--- src/sv/cksc_pkg.sv ---
package cksc_pkg;

   localparam int CKSC_FG_MAX_WIDTH  = 256;
   localparam int CKSC_FG_MAX_HEIGHT = 256;
   localparam int CKSC_BG_MAX_WIDTH  = 2048;

   localparam int CMD_W    = 2;
   localparam int CHAN_W   = 8;
   localparam int PIX_W    = 3 * CHAN_W;
   localparam int SHIFT_W  = 12;
   localparam int FGSIZE_W = 9;
   localparam int BGSIZE_W = 12;
   localparam int BG_ROW_W = 11;
   localparam int CSR_IDX_W  = 3;
   localparam int CSR_DATA_W = 24;

   localparam logic [CMD_W-1:0] CMD_LOAD    = 2'd0;
   localparam logic [CMD_W-1:0] CMD_MIX     = 2'd1;
   localparam logic [CMD_W-1:0] CMD_RESTART = 2'd2;

   localparam logic [CSR_IDX_W-1:0] REG_ROW_SHIFT = 3'd0;
   localparam logic [CSR_IDX_W-1:0] REG_COL_SHIFT = 3'd1;
   localparam logic [CSR_IDX_W-1:0] REG_KEY_COLOR = 3'd2;
   localparam logic [CSR_IDX_W-1:0] REG_FG_WIDTH  = 3'd3;
   localparam logic [CSR_IDX_W-1:0] REG_FG_HEIGHT = 3'd4;
   localparam logic [CSR_IDX_W-1:0] REG_BG_WIDTH  = 3'd5;

   localparam logic [PIX_W-1:0] KEY_RESET       = 24'h00FF00;
   localparam int               FG_WIDTH_RESET  = 256;
   localparam int               FG_HEIGHT_RESET = 256;
   localparam int               BG_WIDTH_RESET  = 2048;

   typedef struct packed {
      logic load;
      logic mix;
      logic restart;
   } cksc_cmd_type;

   typedef struct packed {
      logic we;
      logic re;
      logic hit;
   } cksc_mem_type;

   function automatic logic [31:0] clamp_size(logic [31:0] v, logic [31:0] max_v);
      logic [31:0] r;
      r = v;
      if (v == 32'd0) begin
         r = 32'd1;
      end else if (v > max_v) begin
         r = max_v;
      end
      return r;
   endfunction

endpackage

--- src/sv/cksc_mix.sv ---
module cksc_mix
   import cksc_pkg::*;
(
   input  logic             clock,
   input  logic             reset,
   input  logic             take,
   input  logic             hit,
   input  logic [PIX_W-1:0] bg_pix,
   input  logic [PIX_W-1:0] key,
   input  logic [PIX_W-1:0] fg_pix,
   input  logic             out_ready,
   output logic             advance,
   output logic             out_valid,
   output logic [PIX_W-1:0] out_pix,
   output logic             out_fg
);

   logic             valid_ff, valid_in;
   logic             hit_ff;
   logic [PIX_W-1:0] pix_ff;

   assign advance  = !valid_ff || out_ready;
   assign valid_in = take ? 1'b1 : (out_ready ? 1'b0 : valid_ff);

   always_ff @(posedge clock) begin
      if (reset) begin
         valid_ff <= 1'b0;
      end else begin
         valid_ff <= valid_in;
      end
   end

   always_ff @(posedge clock) begin
      if (take) begin
         hit_ff <= hit;
         pix_ff <= bg_pix;
      end
   end

   // store data stays put while the beat is stalled
   assign out_fg    = hit_ff && (fg_pix != key);
   assign out_pix   = out_fg ? fg_pix : pix_ff;
   assign out_valid = valid_ff;

endmodule

--- config.mk ---
export PLATFORM = sky130hd
export DESIGN_NAME = cksc_mix
export DESIGN_NICKNAME = d
export VERILOG_FILES = /design/src/sv/cksc_pkg.sv /design/src/sv/cksc_mix.sv
export SDC_FILE = /design/constraint.sdc
export NUM_CORES = 1
export LEC_CHECK = 0
export CAP_MARGIN = 5
export CORE_MARGIN = 5
export CORE_UTILIZATION = 60
export CTS_BUF_LIST = sky130_fd_sc_hd__clkbuf_8
export DETAILED_ROUTE_END_ITERATION = 8
export DONT_BUFFER_PORTS = 1
export PLACE_DENSITY = 0.76
export SLEW_MARGIN = 40
export SYNTH_ARGS = -nofsm -noshare
export SYNTH_HDL_FRONTEND = slang
export SYNTH_SLANG_ARGS = --single-unit
--- constraint.sdc ---
create_clock -name clock -period 2.4 [get_ports clock]
set_input_delay 0.12 -clock clock [delete_from_list [all_inputs] [get_ports clock]]
set_output_delay 0.12 -clock clock [all_outputs]
set_load 0.1 [all_outputs]
==> results of run 1 <==
metrics by stage:
stage	util, %	area [um2]
after floorplan	-	1360
after detailed placement	86.2	1890
after global placement	86.2	1890
kinds of logic after synthesis:
logic type	count (synthesis)	share of synthesized area (%)
AOI/OAI and AO/OA	2	1.94
xor gates and xnor gates	24	15.5
buffers and inverters	4	2.21
DFF	26	56.8
muxes	24	19.9
and+or+nand+nor	8	3.69
Yosys cell counts, drive strengths merged:
cell / n / area share, %
dfxtp: 1 / 1.5
inv: 2 / 0.55
xor2: 16 / 10
edfxtp: 25 / 55
xnor2: 8 / 5.2
nor4: 4 / 1.8
buf: 2 / 1.7
mux2: 24 / 20
nand2b: 1 / 0.46
a21oi: 1 / 0.37
o31ai: 1 / 1.6
nand4: 3 / 1.4
==> results by group, run 1 <==
Placed design
  • Placed cell count: 143
  • Worst slack, placed: 0.298 ns
  • Port Buffers: 0
  • GPL Wtd Cong: 0.755
  • HPWL Detailed: 2710 um

Synthesis
  • Synthesized area: 1360 um2
  • Register bit total from synthesis: 26
  • Syn_area_per_cell: 15.4 um2
  • Unique cell type count in the Yosys netlist: 13
  • Synth Instances: 88
  • Mapped Nets: 165
  • Yosys Warn Count: 0
  • Seq/Total Area, Yosys: 56.8%

Clocking
  • H-tree depth: 1
  • Max Root-Sink Buffers: 2
  • Post-CTS Resized: 0
  • CTS buffer count: 3
  • Post-CTS Setup Inserts: 0
  • Sink Count: 26
  • Root Buffer: clkbuf_8
  • Hold buffers post-CTS: 28

Status
  • Status: aborted with a tool error
  • Stop stage: clock tree synthesis
  • Tool error: [ERROR DPL-0038] Utilization greater than 100%, impossible to legalize

Die
  • Std-Cell Rows: 17
  • Die X: 57.6 um
  • Top Ports: 104
  • Die Y: 57.6 um
  • Initial core utilization: 62.0%
==> inputs of run 2 (changes only) <==
Settings changed: CORE_AREA set to 5 5 66 68, CORE_MARGIN 5 to unset, CORE_UTILIZATION 60 to unset, CTS_BUF_LIST sky130_fd_sc_hd__clkbuf_8 to unset, DIE_AREA set to 0 0 71 73, PLACE_DENSITY 0.76 to unset, PLACE_DENSITY_LB_ADDON set to 0.15.
==> run 2 against run 1 <==
The run now ends clean; synthesized cell count stayed put; synthesized area unchanged.
==> results by group, run 2 <==
Status
  • Status: finished clean (was aborted with a tool error)

Critical path
  • CP max stage delay: 0.38 ns
  • Buffers and inverters on the worst path: 2
  • CP Data Arrival Time: 1.91 ns
  • Worst path required time: 2.28 ns
  • Crit start category: primary input
  • CP Capture Type: output port
  • Critical path's top delay family: simple AND/OR/NAND/NOR gates
  • Kind of critical path: in -> out
  • Crit-path slowest cell: mux2_1
  • CP cell instances: xor2_1 > nor4_1 > nand4_1 > o31ai_4 > buf_4 > mux2_1 > buf_12
  • Crit Path Max Fanout: 13

Clocking
  • H-tree depth: 1 (unchanged)
  • Sink Count: 26 (unchanged)
  • CTS tree: built
  • Root Buffer: clkbuf_8 (unchanged)
  • Post-CTS Setup Inserts: 0 (unchanged)
  • CTS buffer count: 3 (unchanged)
  • Clock Pin Slew Worst Setup and Hold Paths: 0.09 ns
  • Max Root-Sink Buffers: 2 (unchanged)
  • Clk Latency, worst-skew pair: 0.27 ns

Synthesis
  • Register bit total from synthesis: 26 (unchanged)
  • Mapped Nets: 165 (unchanged)
  • Post-synth top cells: edfxtp_1, mux2_2, xor2_1 (unchanged)
  • Synth area leader: edfxtp_1 (unchanged)
  • Yosys Warn Count: 0 (unchanged)
  • Seq/Total Area, Yosys: 56.8% (unchanged)
  • Synth Instances: 88 (unchanged)
  • Synth area leaders: edfxtp_1, mux2_2, xor2_1 (unchanged)
  • EDFF count, synth: 25 (unchanged)
  • Post-synth top area share: 55.3% (unchanged)
  • Fraction of registers with async set/reset: 0% (unchanged)
  • Synthesized area: 1360 um2 (unchanged)
  • Post-synth top flop: edfxtp_1 (unchanged)
  • Syn_area_per_cell: 15.4 um2 (unchanged)
  • Top-count cell post-synth: edfxtp_1 (unchanged)
  • Unique cell type count in the Yosys netlist: 13 (unchanged)

Routing
  • Antenna-violating nets left: 0
  • Final wirelength: 3600 um
  • Via count: 967
  • DRT iter0 DRCs: 40
  • Post-route DRC: 0
  • Drt wl/cell: 18.3 um
  • First drt pass iteration count: 3
  • Routed vias/inst: 4.91

Layout
  • Ant. Diodes: 0
  • Max FFs per register: 24
  • Cell area after layout: 2280 um2
  • # fillers: 308
  • Final Util: 59.9%
  • Reg with most FFs: pix_ff
  • Layout net count: 225
  • Most frequent cells in the layout: dlygate4sd3_1, edfxtp_1, buf_12
  • Post-Layout Cell Count: 197
  • Layout cells sized above 1: 38.8%
  • Commonest non-fill, non-tap cell in the layout: dlygate4sd3_1
  • Area Growth Syn to Fin: 67.7%

Die
  • Die X: 71 um (was 57.6 um)
  • Std-Cell Rows: 23 (was 17)
  • Core area: 3800 um2
  • Initial core utilization: 35.7% (was 62.0%)
  • Die Y: 73 um (was 57.6 um)
  • Top Ports: 104 (unchanged)
  • Die area: 5180 um2

Run
  • Maxcap violations: 0

Power and ir drop
  • PD cells: 705 nW/um2
  • Max VDD drop: 0.398 mV
  • Leak: 0.861 nW

STA
  • Final hold viol count: 0
  • Final WS setup: 0.366 ns
  • Setup violators final: 0
  • Final Cycle Share: 84.8%
  • Post-route minimum period: 2.03 ns
  • FMAX: 0.492 GHz
  • Clock skew: 0 ns
  • Fin Setup TNS: 0 ns
  • Relative slew slack: 76.2%
  • RSZ-0062 raised after global routing: false
  • Slew @ Worst Pin: 0.353 ns
  • Pins Over Slew Limit: 0

Placed design
  • Placed cell count: 165 (was 143)
  • Port Buffers: 0 (unchanged)
  • HPWL Detailed: 2700 um (was 2710 um)
  • GPL Wtd Cong: 0.750 (was 0.755)
  • Placement Cell Area: 1920 um2 (was 1890 um2)
  • Worst slack, placed: 0.276 ns (was 0.298 ns)

Hold path
  • Hold WC Path Type: in -> reg

GRT
  • Total grt overflow: 0
  • First-pass GRT wire length: 5560 um
  • Initial antenna violation count: 0
  • Pin count of the biggest net entering global routing: 26
  • Aggregate global-route resource usage: 13.9%
  • Number of global-route vias before repair: 1119
## run 2: through the flow
stage | power [mW] | hold slack, ns
5_1_grt | 1.67 | 0.144
3_3_place_gp | 1.20 | 0.191
4_1_cts | 1.62 | 0.150
3_5_place_dp | 1.21 | 0.193
6_report | 1.61 | 0.152
2_1_floorplan | 0.992 | 0.189
## run 2: final timing paths
kind / depth (start not counted) / slack, ns / to / startpoint
max reg2reg: 4 / 0.86 / out_valid$_SDFFE_PP0P_ / out_valid$_SDFFE_PP0P_
min reg2reg: 4 / 1.36 / out_valid$_SDFFE_PP0P_ / out_valid$_SDFFE_PP0P_
min: 1 / 0.15 / pix_ff[2]$_DFFE_PP_ / take
max: 7 / 0.37 / out_pix[9] / key[14]
## run 2: kinds of logic after synthesis
kind of cell / after synthesis / share of synthesized area, %
buf+inv: 4 / 2.21
compound gates: 2 / 1.94
simple gates: 8 / 3.69
xor+xnor: 24 / 15.5
flops: 26 / 56.8
mux: 24 / 19.9
## run 2: area by class of cell
cell class	instances	area [um2]	share of cell area (%)
Inverter	2	7.51	0.330
Clock buffer	3	41.3	1.81
Timing Repair Buffer	57	808	35.5
Multi-Input combinational cell	58	557	24.5
Sequential cell	26	771	33.8
Tap cell	50	62.6	2.75
Clock inverter	1	30.0	1.32
## run 2: what timing repair did
| action | 4_1_cts | 5_1_grt |
|---|---|---|
| endpoints found under the hold margin | 51 | 0 |
| hold buffers | 28 | 0 |
| setup endpoints to repair | 0 | 0 |
| resized for setup | 0 | 0 |
## run 2: layer usage
layer  vias up  share of wire, %  GRT usage, %  wire, um
met1       467                32          14.2      1140
li1        447                 -             -         -
met2        51                58          27.1      2090
met4         0              0.53          3.76        19
met5         -                 0             0         0
met3         2               9.7          4.27       349
## run 2: worst register-to-register path: stages, from the launching register on
cell           delay (ns)
dfxtp_1              0.32
buf_4                0.29
nand2b_1             0.15
a21oi_1              0.17
dlygate4sd3_1        0.55
## run 2: power by group
part / switching, mW / total [mW] / leakage, nW / internal, mW
clock: 0.141 / 0.364 / 0.0357 / 0.223
sequential: 0.00823 / 0.544 / 0.253 / 0.535
combinational: 0.433 / 0.697 / 0.572 / 0.264
total: 0.583 / 1.61 / 0.861 / 1.02
Power figures use the tool's default switching activity.
