===== src/sv/cksc_pkg.sv =====
package cksc_pkg;

   localparam int CKSC_FG_MAX_WIDTH  = 256;
   localparam int CKSC_FG_MAX_HEIGHT = 256;
   localparam int CKSC_BG_MAX_WIDTH  = 2048;

   localparam int CMD_W    = 2;
   localparam int CHAN_W   = 8;
   localparam int PIX_W    = 3 * CHAN_W;
   localparam int SHIFT_W  = 12;
   localparam int FGSIZE_W = 9;
   localparam int BGSIZE_W = 12;
   localparam int BG_ROW_W = 11;
   localparam int CSR_IDX_W  = 3;
   localparam int CSR_DATA_W = 24;

   localparam logic [CMD_W-1:0] CMD_LOAD    = 2'd0;
   localparam logic [CMD_W-1:0] CMD_MIX     = 2'd1;
   localparam logic [CMD_W-1:0] CMD_RESTART = 2'd2;

   localparam logic [CSR_IDX_W-1:0] REG_ROW_SHIFT = 3'd0;
   localparam logic [CSR_IDX_W-1:0] REG_COL_SHIFT = 3'd1;
   localparam logic [CSR_IDX_W-1:0] REG_KEY_COLOR = 3'd2;
   localparam logic [CSR_IDX_W-1:0] REG_FG_WIDTH  = 3'd3;
   localparam logic [CSR_IDX_W-1:0] REG_FG_HEIGHT = 3'd4;
   localparam logic [CSR_IDX_W-1:0] REG_BG_WIDTH  = 3'd5;

   localparam logic [PIX_W-1:0] KEY_RESET       = 24'h00FF00;
   localparam int               FG_WIDTH_RESET  = 256;
   localparam int               FG_HEIGHT_RESET = 256;
   localparam int               BG_WIDTH_RESET  = 2048;

   typedef struct packed {
      logic load;
      logic mix;
      logic restart;
   } cksc_cmd_type;

   typedef struct packed {
      logic we;
      logic re;
      logic hit;
   } cksc_mem_type;

   function automatic logic [31:0] clamp_size(logic [31:0] v, logic [31:0] max_v);
      logic [31:0] r;
      r = v;
      if (v == 32'd0) begin
         r = 32'd1;
      end else if (v > max_v) begin
         r = max_v;
      end
      return r;
   endfunction

endpackage


===== src/sv/cksc_addr.sv =====
module cksc_addr
   import cksc_pkg::*;
#(
   parameter int FG_MAX_WIDTH  = CKSC_FG_MAX_WIDTH,
   parameter int FG_MAX_HEIGHT = CKSC_FG_MAX_HEIGHT,
   parameter int BG_MAX_WIDTH  = CKSC_BG_MAX_WIDTH,
   localparam int DEPTH  = FG_MAX_WIDTH * FG_MAX_HEIGHT,
   localparam int ADDR_W = (DEPTH > 1) ? $clog2(DEPTH) : 1,
   localparam int FW_W   = $clog2(FG_MAX_WIDTH + 1),
   localparam int FH_W   = $clog2(FG_MAX_HEIGHT + 1),
   localparam int BW_W   = $clog2(BG_MAX_WIDTH + 1)
) (
   input  logic                      clock,
   input  logic                      reset,
   input  cksc_cmd_type              cmd,
   input  logic signed [SHIFT_W-1:0] row_shift,
   input  logic signed [SHIFT_W-1:0] col_shift,
   input  logic [FW_W-1:0]           fw,
   input  logic [FH_W-1:0]           fh,
   input  logic [BW_W-1:0]           bw,
   output cksc_mem_type              mem,
   output logic [ADDR_W-1:0]         waddr,
   output logic [ADDR_W-1:0]         raddr
);

   localparam int LC_W = (FG_MAX_WIDTH > 1) ? $clog2(FG_MAX_WIDTH) : 1;
   localparam int LR_W = (FG_MAX_HEIGHT > 1) ? $clog2(FG_MAX_HEIGHT) : 1;
   localparam int BC_W = (BG_MAX_WIDTH > 1) ? $clog2(BG_MAX_WIDTH) : 1;
   localparam int RD_W = BG_ROW_W + 3;
   localparam int CD_W = ((BC_W > SHIFT_W) ? BC_W : SHIFT_W) + 2;

   logic [LC_W-1:0]     load_col_ff, load_col_in;
   logic [LR_W-1:0]     load_row_ff, load_row_in;
   logic [BC_W-1:0]     bg_col_ff, bg_col_in;
   logic [BG_ROW_W-1:0] bg_row_ff, bg_row_in;
   logic signed [RD_W-1:0] r_s;
   logic signed [CD_W-1:0] c_s;
   logic                   r_ok, c_ok;

   always_comb begin
      load_col_in = load_col_ff;
      load_row_in = load_row_ff;
      if (cmd.load) begin
         if (32'(load_col_ff) + 32'd1 >= 32'(fw)) begin
            load_col_in = '0;
            if (32'(load_row_ff) + 32'd1 >= 32'(fh)) begin
               load_row_in = '0;
            end else begin
               load_row_in = load_row_ff + LR_W'(1);
            end
         end else begin
            load_col_in = load_col_ff + LC_W'(1);
         end
      end
   end

   always_comb begin
      bg_col_in = bg_col_ff;
      bg_row_in = bg_row_ff;
      if (cmd.restart) begin
         bg_col_in = '0;
         bg_row_in = '0;
      end else if (cmd.mix) begin
         if (32'(bg_col_ff) + 32'd1 >= 32'(bw)) begin
            bg_col_in = '0;
            bg_row_in = bg_row_ff + BG_ROW_W'(1);
         end else begin
            bg_col_in = bg_col_ff + BC_W'(1);
         end
      end
   end

   always_ff @(posedge clock) begin
      if (reset) begin
         load_col_ff <= '0;
         load_row_ff <= '0;
         bg_col_ff   <= '0;
         bg_row_ff   <= '0;
      end else begin
         load_col_ff <= load_col_in;
         load_row_ff <= load_row_in;
         bg_col_ff   <= bg_col_in;
         bg_row_ff   <= bg_row_in;
      end
   end

   always_comb begin
      r_s  = $signed({3'b000, bg_row_ff}) - RD_W'(row_shift);
      c_s  = $signed({(CD_W - BC_W)'(0), bg_col_ff}) - CD_W'(col_shift);
      r_ok = !r_s[RD_W-1] && (32'($unsigned(r_s)) < 32'(fh));
      c_ok = !c_s[CD_W-1] && (32'($unsigned(c_s)) < 32'(fw));
   end

   assign waddr = ADDR_W'(32'(load_row_ff) * FG_MAX_WIDTH + 32'(load_col_ff));
   assign raddr = ADDR_W'(32'($unsigned(r_s)) * FG_MAX_WIDTH + 32'($unsigned(c_s)));

   assign mem.we  = cmd.load;
   assign mem.hit = r_ok && c_ok;
   assign mem.re  = cmd.mix && r_ok && c_ok;

endmodule


===== config.mk =====
export PLATFORM = sky130hd
export DESIGN_NAME = cksc_addr
export DESIGN_NICKNAME = d
export VERILOG_FILES = /design/src/sv/cksc_pkg.sv /design/src/sv/cksc_addr.sv
export SDC_FILE = /design/constraint.sdc
export NUM_CORES = 1
export LEC_CHECK = 0
export BUFFER_PORTS_ARGS = -buffer_cell sky130_fd_sc_hd__buf_2
export CORE_ASPECT_RATIO = 0.7
export CORE_MARGIN = 2
export CORE_UTILIZATION = 25
export DETAILED_ROUTE_END_ITERATION = 6
export GPL_TIMING_DRIVEN = 0
export PLACE_DENSITY = 0.42
export SYNTH_ARGS = -nofsm -noshare
export SYNTH_HDL_FRONTEND = slang
export SYNTH_SLANG_ARGS = --single-unit

===== constraint.sdc =====
create_clock -name clock -period 3.8 [get_ports clock]
set_clock_uncertainty 0.2 [all_clocks]
set_input_delay 0.38 -clock clock [delete_from_list [all_inputs] [get_ports clock]]
set_output_delay 0.38 -clock clock [all_outputs]
set_load 0.05 [all_outputs]

==> results of run 1 <==
power by group:
part           internal [mW]  leakage, nW  switching [mW]
Clock                  0.395       0.0971           0.192
Sequential             0.401        0.314          0.0105
Combinational          0.224         2.50           0.337
Total                   1.02         2.92           0.540
registers in the layout (all words and copies together) (netlist names):
name	cells
bg_col_ff	11
bg_row_ff	11
load_col_ff	8
load_row_ff	8
metal layers:
metal | vias to the layer above | track usage [%] | part of all wire, %
li1 | 2364 | - | -
met4 | 0 | 2.55 | 0.58
met2 | 93 | 23.2 | 42
met1 | 2172 | 23.4 | 53
met3 | 8 | 2.27 | 4.6
met5 | - | 0 | 0
worst paths after layout:
path,startpoint,endpoint,slack (ns),depth (start not counted)
setup / recovery,bg_col_ff[0],raddr[14],-0.37,17
hold / removal,cmd[0],bg_row_ff[10],0.20,3
setup reg to reg,bg_col_ff[0],bg_col_ff[5],0.31,14
hold reg to reg,load_col_ff[1],load_col_ff[1],0.29,2
cells by family (layout without fill, tap and decap cells):
logic type	count (synthesis)	in the layout	share of synthesized area [%]
AOI/OAI and AO/OA	148	148	21.4
DFF	38	38	16.8
buffers and inverters	76	202	7.06
adders and majority gates	82	82	23.2
and+or+nand+nor	198	198	23.7
xor gates and xnor gates	39	39	7.56
muxes	1	1	0.221
cells in the final DEF, fill, tap and decap left out, drive strengths merged, types with 13 or more instances in the layout:
cell type | synthesis | routed
a21o | 16 | 16
a21oi | 40 | 40
and3 | 13 | 13
buf | 6 | 124
clkbuf | 9 | 15
dfxtp | 38 | 38
ha | 79 | 79
inv | 61 | 61
nand2 | 41 | 41
nand3 | 29 | 29
nor2 | 27 | 27
o21ai | 31 | 31
xnor2 | 25 | 25
xor2 | 14 | 14
stage by stage:
step                      TNS [ns]  util [%]  hold slack [ns]  worst slack (ns)
after global routing         -2.40      34.8            0.217            -0.540
after detailed placement     -3.64      30.5            0.294            -0.724
after floorplan             -0.388         -            0.275            -0.150
final                        -1.50      34.8            0.200            -0.367
after CTS                    -1.37      34.1            0.195            -0.346
after global placement       -3.57      30.5            0.289            -0.713
layout make-up:
type	instances	area (um^2)	share of cell area (%)
sequential	38	790	12.7
timing repair buffer	118	732	11.8
buffer	15	90.1	1.45
multi-input combinational	468	3880	62.4
inverter	61	231	3.72
tap	236	295	4.75
clock buffer	6	139	2.23
clock inverter	2	60.1	0.966
timing repair:
item,in CTS,in global routing
buffers inserted,23,6
resized for setup,72,22
pin swaps,39,32
endpoints found under the setup margin,21,31
worst register-to-register path, stage by stage (launching register included):
cell and delay [ns]:
dfxtp_4 0.35, buf_4 0.13, ha_1 0.23, nand3_1 0.19, nor2_2 0.24, and3_1 0.27
nand3_1 0.11, xnor2_1 0.23, ha_1 0.29, a21o_1 0.19, a221oi_4 0.34, buf_6 0.20
buf_6 0.15, nand4b_1 0.11, a31oi_1 0.18
==> results.toml, run 1 <==
[floorplanning]
die_h_um = 117
core_region_area_um2 = 17900
die_w_um = 165
io-pin-count = 94
die_footprint_um2 = 19200
start_util_pct = 25.3
placementRows = 41

[clock_tree]
cts_root_buffer = "clkbuf_16"
cts_buffer_count = 5
cts-root-to-sink-buffers = 2
tritoncts = "yes"
h_tree_depth_reported_by_cts = 2
insertion_delay_to_the_later_sink_of_the_worst_skew_pair_ns = 0.29
post_cts_hold_buffers = 0
clkSlewWorstSetupHoldPaths_ns = 0.07
sinks_on_clock_net = 38

[setup_path]
critical_path.n_buffers_inverters = 2
setup.worst_path.class = "register to output pin"
slowest_delay_ns = 0.36
timing.critical_path.cells = "inv_4 -> ha_4 -> fa_2 -> nor2b_4 -> o2111ai_2 -> nand3b_1 -> a21o_1 -> a21oi_2 -> xnor2_2 -> ha_2 -> fa_2 -> a21o_1 -> a21oi_2 -> o21bai_1 -> a21oi_2 -> xnor2_4 -> buf_6"
cp_common_cell = "a21oi_2"
cp.required_ns = 3.22
worstSetupEndpointType = "output pin"
cp_top_family = "adder cells"
critical_path_maximum_fanout = 2
cp-start-kind = "register"
highest_delay_cell_along_the_critical_path = "fa_2"
data_arrival_time_of_the_critical_path_ns = 3.59

[worst_hold_path]
min_path_type = "input pin to register"

[flow_run]
maxCapViolations = 0

[run_status]
status = "complete, but fails checks"
violated_checks = "setup timing"

[placed_design]
number_of_placed_instances_taps_included = 910
gp_weighted_congestion = 0.803
dp_hpwl_um = 11800
portBuffers = 92
placedInstanceArea_um2 = 5450

[detailed_routing]
detailed_routing_iterations_pass_1 = 4
number_of_vias_in_the_routed_layout = 4637
drc_errors = 0
drt-initial-drc-count = 225
totalWireLength_um = 14800
wire_per_inst_um = 15.6
vias_per_cell = 4.91
postRouteAntennaNets = 0

[synthesis]
post_synth_most_frequent_cells = "79 x ha_1, 61 x inv_1, 41 x nand2_1"
ys_seq_area_share_pct = 16.8
number_of_library_cell_types_mapped_by_synthesis = 54
synth_top_cells_by_area = "ha_1 22%, dfxtp_1 17%, inv_1 5.1%, xnor2_1 4.8%, a21oi_1 4.3%"
synthesis.instances = 582
synthesis.yosys.warnings = 0
synth_largest_type_area_fraction_pct = 21.9
post_synth_design_cell_area_um2 = 4520
synth_area_per_cell_um2 = 7.77
postSynthRegisterBits = 38
synth.net_count = 723
synth-main-ff-cell = "dfxtp_1"
yosysMostFrequentCell = "ha_1"
synth_top_cell_by_area = "ha_1"
synth-async-reset-ratio_pct = 0
synth_edf_count = 0

[timing]
postLayoutSetupSlackWorst_ns = -0.367
timing.final.setup_violations = 6
timing.fmax_mhz = 240
min_period_over_period_pct = 110
slew_of_the_pin_with_the_lowest_slew_margin_ns = 0.872
timing_hold_violations_final = 0
layout_min_cycle_time_ns = 4.17
rsz0062_at_grt = "true"
relSlewSlack_pct = 41.8
finalMaxSlewViolations = 0

[grt]
grt_max_degree = 13
vias_in_the_first_global_route = 4417
antenna_found_initial = 0
globalRouteOverflowTotal = 0
global_route.usage.total_pct = 15.4
first_pass_grt_wire_length_um = 23100

[power_and_ir_drop]
leakage_nw = 2.92
p_per_area_nw_per_um2 = 251
power.total_mw = 1.56
power.ir.vdd_worst_uv = 191

[cells_and_area]
nFillCells = 1908
layout-area-overhead-vs-synth_pct = 37.6
layout-drive-gt1-share_pct = 29.7
final-instance-count-excl-fill = 944
final_area_um2 = 6220
nNetsFinal = 848
antenna_diode_count = 0
(Power assumes the default switching activity.)
==> run 2: changes to the inputs <==
BUFFER_PORTS_ARGS = unset   (was -buffer_cell sky130_fd_sc_hd__buf_2)
DONT_BUFFER_PORTS = 1   (was unset)
PLACE_DENSITY = 0.38   (was 0.42)
==> run 2 against run 1 <==
  * The flow still finishes with violations (setup timing)
  * Design area down 8.8%
  * Critical path depth is 1 lower
  * Sequential power grew 6.3%
  * First-iteration DRC count decreased by 6.2%
  * Highest routed layer unchanged
==> results.toml, run 2 (synthesis gave the netlist of run 1 again) <==
[run_status]
status = "complete, but fails checks"
violated_checks = "setup timing"

[setup_path]
worstSetupEndpoint = "raddr[14]"
crit_start = "bg_col_ff[0]"
worstRegToRegCells = 12
data_arrival_time_of_the_critical_path_ns = 3.79
cp-start-kind = "register"
cp.required_ns = 3.22
regToRegSetupSlack_ns = 0.25
highest_delay_cell_along_the_critical_path = "fa_2"
cp_top_family = "adder cells"
timing.critical_path.cells = "inv_4 -> ha_4 -> fa_2 -> nor2b_4 -> o2111ai_4 -> nand3b_1 -> a21o_1 -> a21oi_2 -> xnor2_2 -> ha_2 -> fa_2 -> a21o_1 -> a21oi_4 -> o21bai_1 -> a21oi_2 -> xnor2_4"
critical_path_maximum_fanout = 2
worstSetupEndpointType = "output pin"
worstSetupPathDepth = 16
worstReg2RegEnd = "load_row_ff[4]"
critical_path.reg2reg.startpoint = "load_col_ff[0]"
setup.worst_path.class = "register to output pin"
critical_path.n_buffers_inverters = 1
slowest_delay_ns = 0.44

[timing]
min_period_over_period_pct = 115
slew_of_the_pin_with_the_lowest_slew_margin_ns = 0.756
timing.final.setup_violations = 8
tns_ns = -2.95
rsz0062_at_grt = "true"
timing.fmax_mhz = 229
layout_min_cycle_time_ns = 4.37
postLayoutSetupSlackWorst_ns = -0.572
timing_hold_violations_final = 0
finalMaxSlewViolations = 0
relSlewSlack_pct = 49.4

[grt]
globalRouteMet2Util_pct = 22.5
first_pass_grt_wire_length_um = 22800
global_route.usage.met3_pct = 3.87
vias_in_the_first_global_route = 4102
antenna_found_initial = 0
globalRouteOverflowTotal = 0
groute.layer.met1.usage_pct = 22.8
grt_max_degree = 12
global_route.usage.total_pct = 15.6
grt_busiest_layer = "met1"

[placed_design]
dp_hpwl_um = 11900
gp_weighted_congestion = 0.770
portBuffers = 0
placedInstanceArea_um2 = 4990

[cells_and_area]
layout-drive-gt1-share_pct = 17.0
layout_common_cells = "65 x ha_1, 59 x inv_1, 41 x nand2_1"
antenna_diode_count = 0
layout-area-overhead-vs-synth_pct = 25.5
final_area_um2 = 5680
layout.cells.most_common = "ha_1"
nFillCells = 1904
layout_top_registers = "bg_col_ff (11), bg_row_ff (11)"
nNetsFinal = 746

[power_and_ir_drop]
combPwrFrac_pct = 35.7
leakage_nw = 2.44
power_spent_charging_and_discharging_nets_uw = 530
power.total_mw = 1.38
share_seq_of_total_power_pct = 31.7
p_per_area_nw_per_um2 = 243
power.ir.vdd_worst_uv = 146
switching_share_pct = 38.5
power_report.internal_total_uw = 848
power.clock.fraction_pct = 32.6

[detailed_routing]
number_of_vias_in_the_routed_layout = 4278
detailed_routing_iterations_pass_1 = 4
drt-initial-drc-count = 211
totalWireLength_um = 14800
postRouteAntennaNets = 0
vias_per_cell = 5.08
drc_errors = 0
wire_per_inst_um = 17.6

[clock_tree]
cts_buffer_count = 5
cts_root_buffer = "clkbuf_16"
sinks_on_clock_net = 38
h_tree_depth_reported_by_cts = 2
tritoncts = "yes"
cts-root-to-sink-buffers = 2
insertion_delay_to_the_later_sink_of_the_worst_skew_pair_ns = 0.29
clkSlewWorstSetupHoldPaths_ns = 0.06

[floorplanning]
die_h_um = 117
start_util_pct = 25.3
die_w_um = 165
die_footprint_um2 = 19200
placementRows = 41
core_region_area_um2 = 17900
io-pin-count = 94

[worst_hold_path]
min_path_type = "input pin to register"

[flow_run]
maxCapViolations = 0
## run 2: cell count changes in the layout (fill, tap and decap cells not counted), moves of 3 or more
| cell | change |
|---|---|
| buf_4 | -8 |
| xnor2_4 | +5 |
| buf_2 | -84 |
| dfxtp_2 | +4 |
| a21oi_2 | -5 |
| a21oi_4 | +3 |
| xnor2_2 | -6 |
| buf_6 | -8 |
## run 2: worst reg2reg max path: cells and delay by family, from the launching register on
| kind | cells | cell delay [ns] |
|---|---|---|
| xor gates and xnor gates | 1 | 0.30 |
| buffers and inverters | 1 | 0.22 |
| adders and majority gates | 1 | 0.30 |
| AOI/OAI and AO/OA | 4 | 0.99 |
| and+or+nand+nor | 5 | 0.88 |
| DFF | 1 | 0.55 |
## run 2: cell type report
class	count	area, um^2	area share [%]
multi-input combinational	468	3990	70.3
sequential	38	787	13.9
tap	236	295	5.20
inverter	61	235	4.14
clock buffer	7	143	2.51
timing repair buffer	16	131	2.31
buffer	15	90.1	1.59
clock inverter	1	5.00	0.0882
## run 2: metal layers
metal  up-vias  wire (um)  part of all wire (%)
met1      2019       7800                    53
met5         -          0                     0
met2        96       5920                    40
li1       2153          -                     -
met4         0        199                   1.3
met3        10        862                   5.8
## run 2: how the worst min path moves through the flow
stage                          endpoint           from  slack [ns]  cells after the start
final                     bg_row_ff[10]         cmd[0]        0.07                      2
after global routing      bg_row_ff[10]         cmd[0]        0.08                      2
after CTS                 bg_row_ff[10]         cmd[0]        0.06                      2
after detailed placement  bg_row_ff[10]  bg_row_ff[10]        0.31                      2
after global placement     bg_col_ff[0]   bg_col_ff[0]        0.30                      2
after floorplan            bg_row_ff[9]   bg_row_ff[9]        0.27                      2
## run 2: per-stage QoR
stage               hold slack [ns]  std cells  utilization (%)  setup slack [ns]
floorplan                     0.275        582                -            -0.150
global placement              0.297        818             28.0            -0.672
detailed placement            0.310        818             28.0            -0.665
CTS                          0.0589        837             30.8            -0.631
global route                 0.0764        842             31.8            -0.765
finish                       0.0727        842             31.8            -0.572
## run 2: power by group through the flow
stage               logic [mW]  registers [mW]  clock network [mW]
finish                   0.492           0.437               0.450
global route             0.537           0.438               0.485
CTS                      0.470           0.436               0.472
detailed placement       0.401           0.447                   0
global placement         0.395           0.447                   0
floorplan                0.326           0.443                   0
## run 2: what timing repair did
| item | CTS | global route |
|---|---|---|
| hold buffers | 0 | 0 |
| gates resized for setup | 56 | 23 |
| setup endpoints to repair | 17 | 40 |
| buffers inserted | 11 | 5 |
| pin swaps | 31 | 26 |
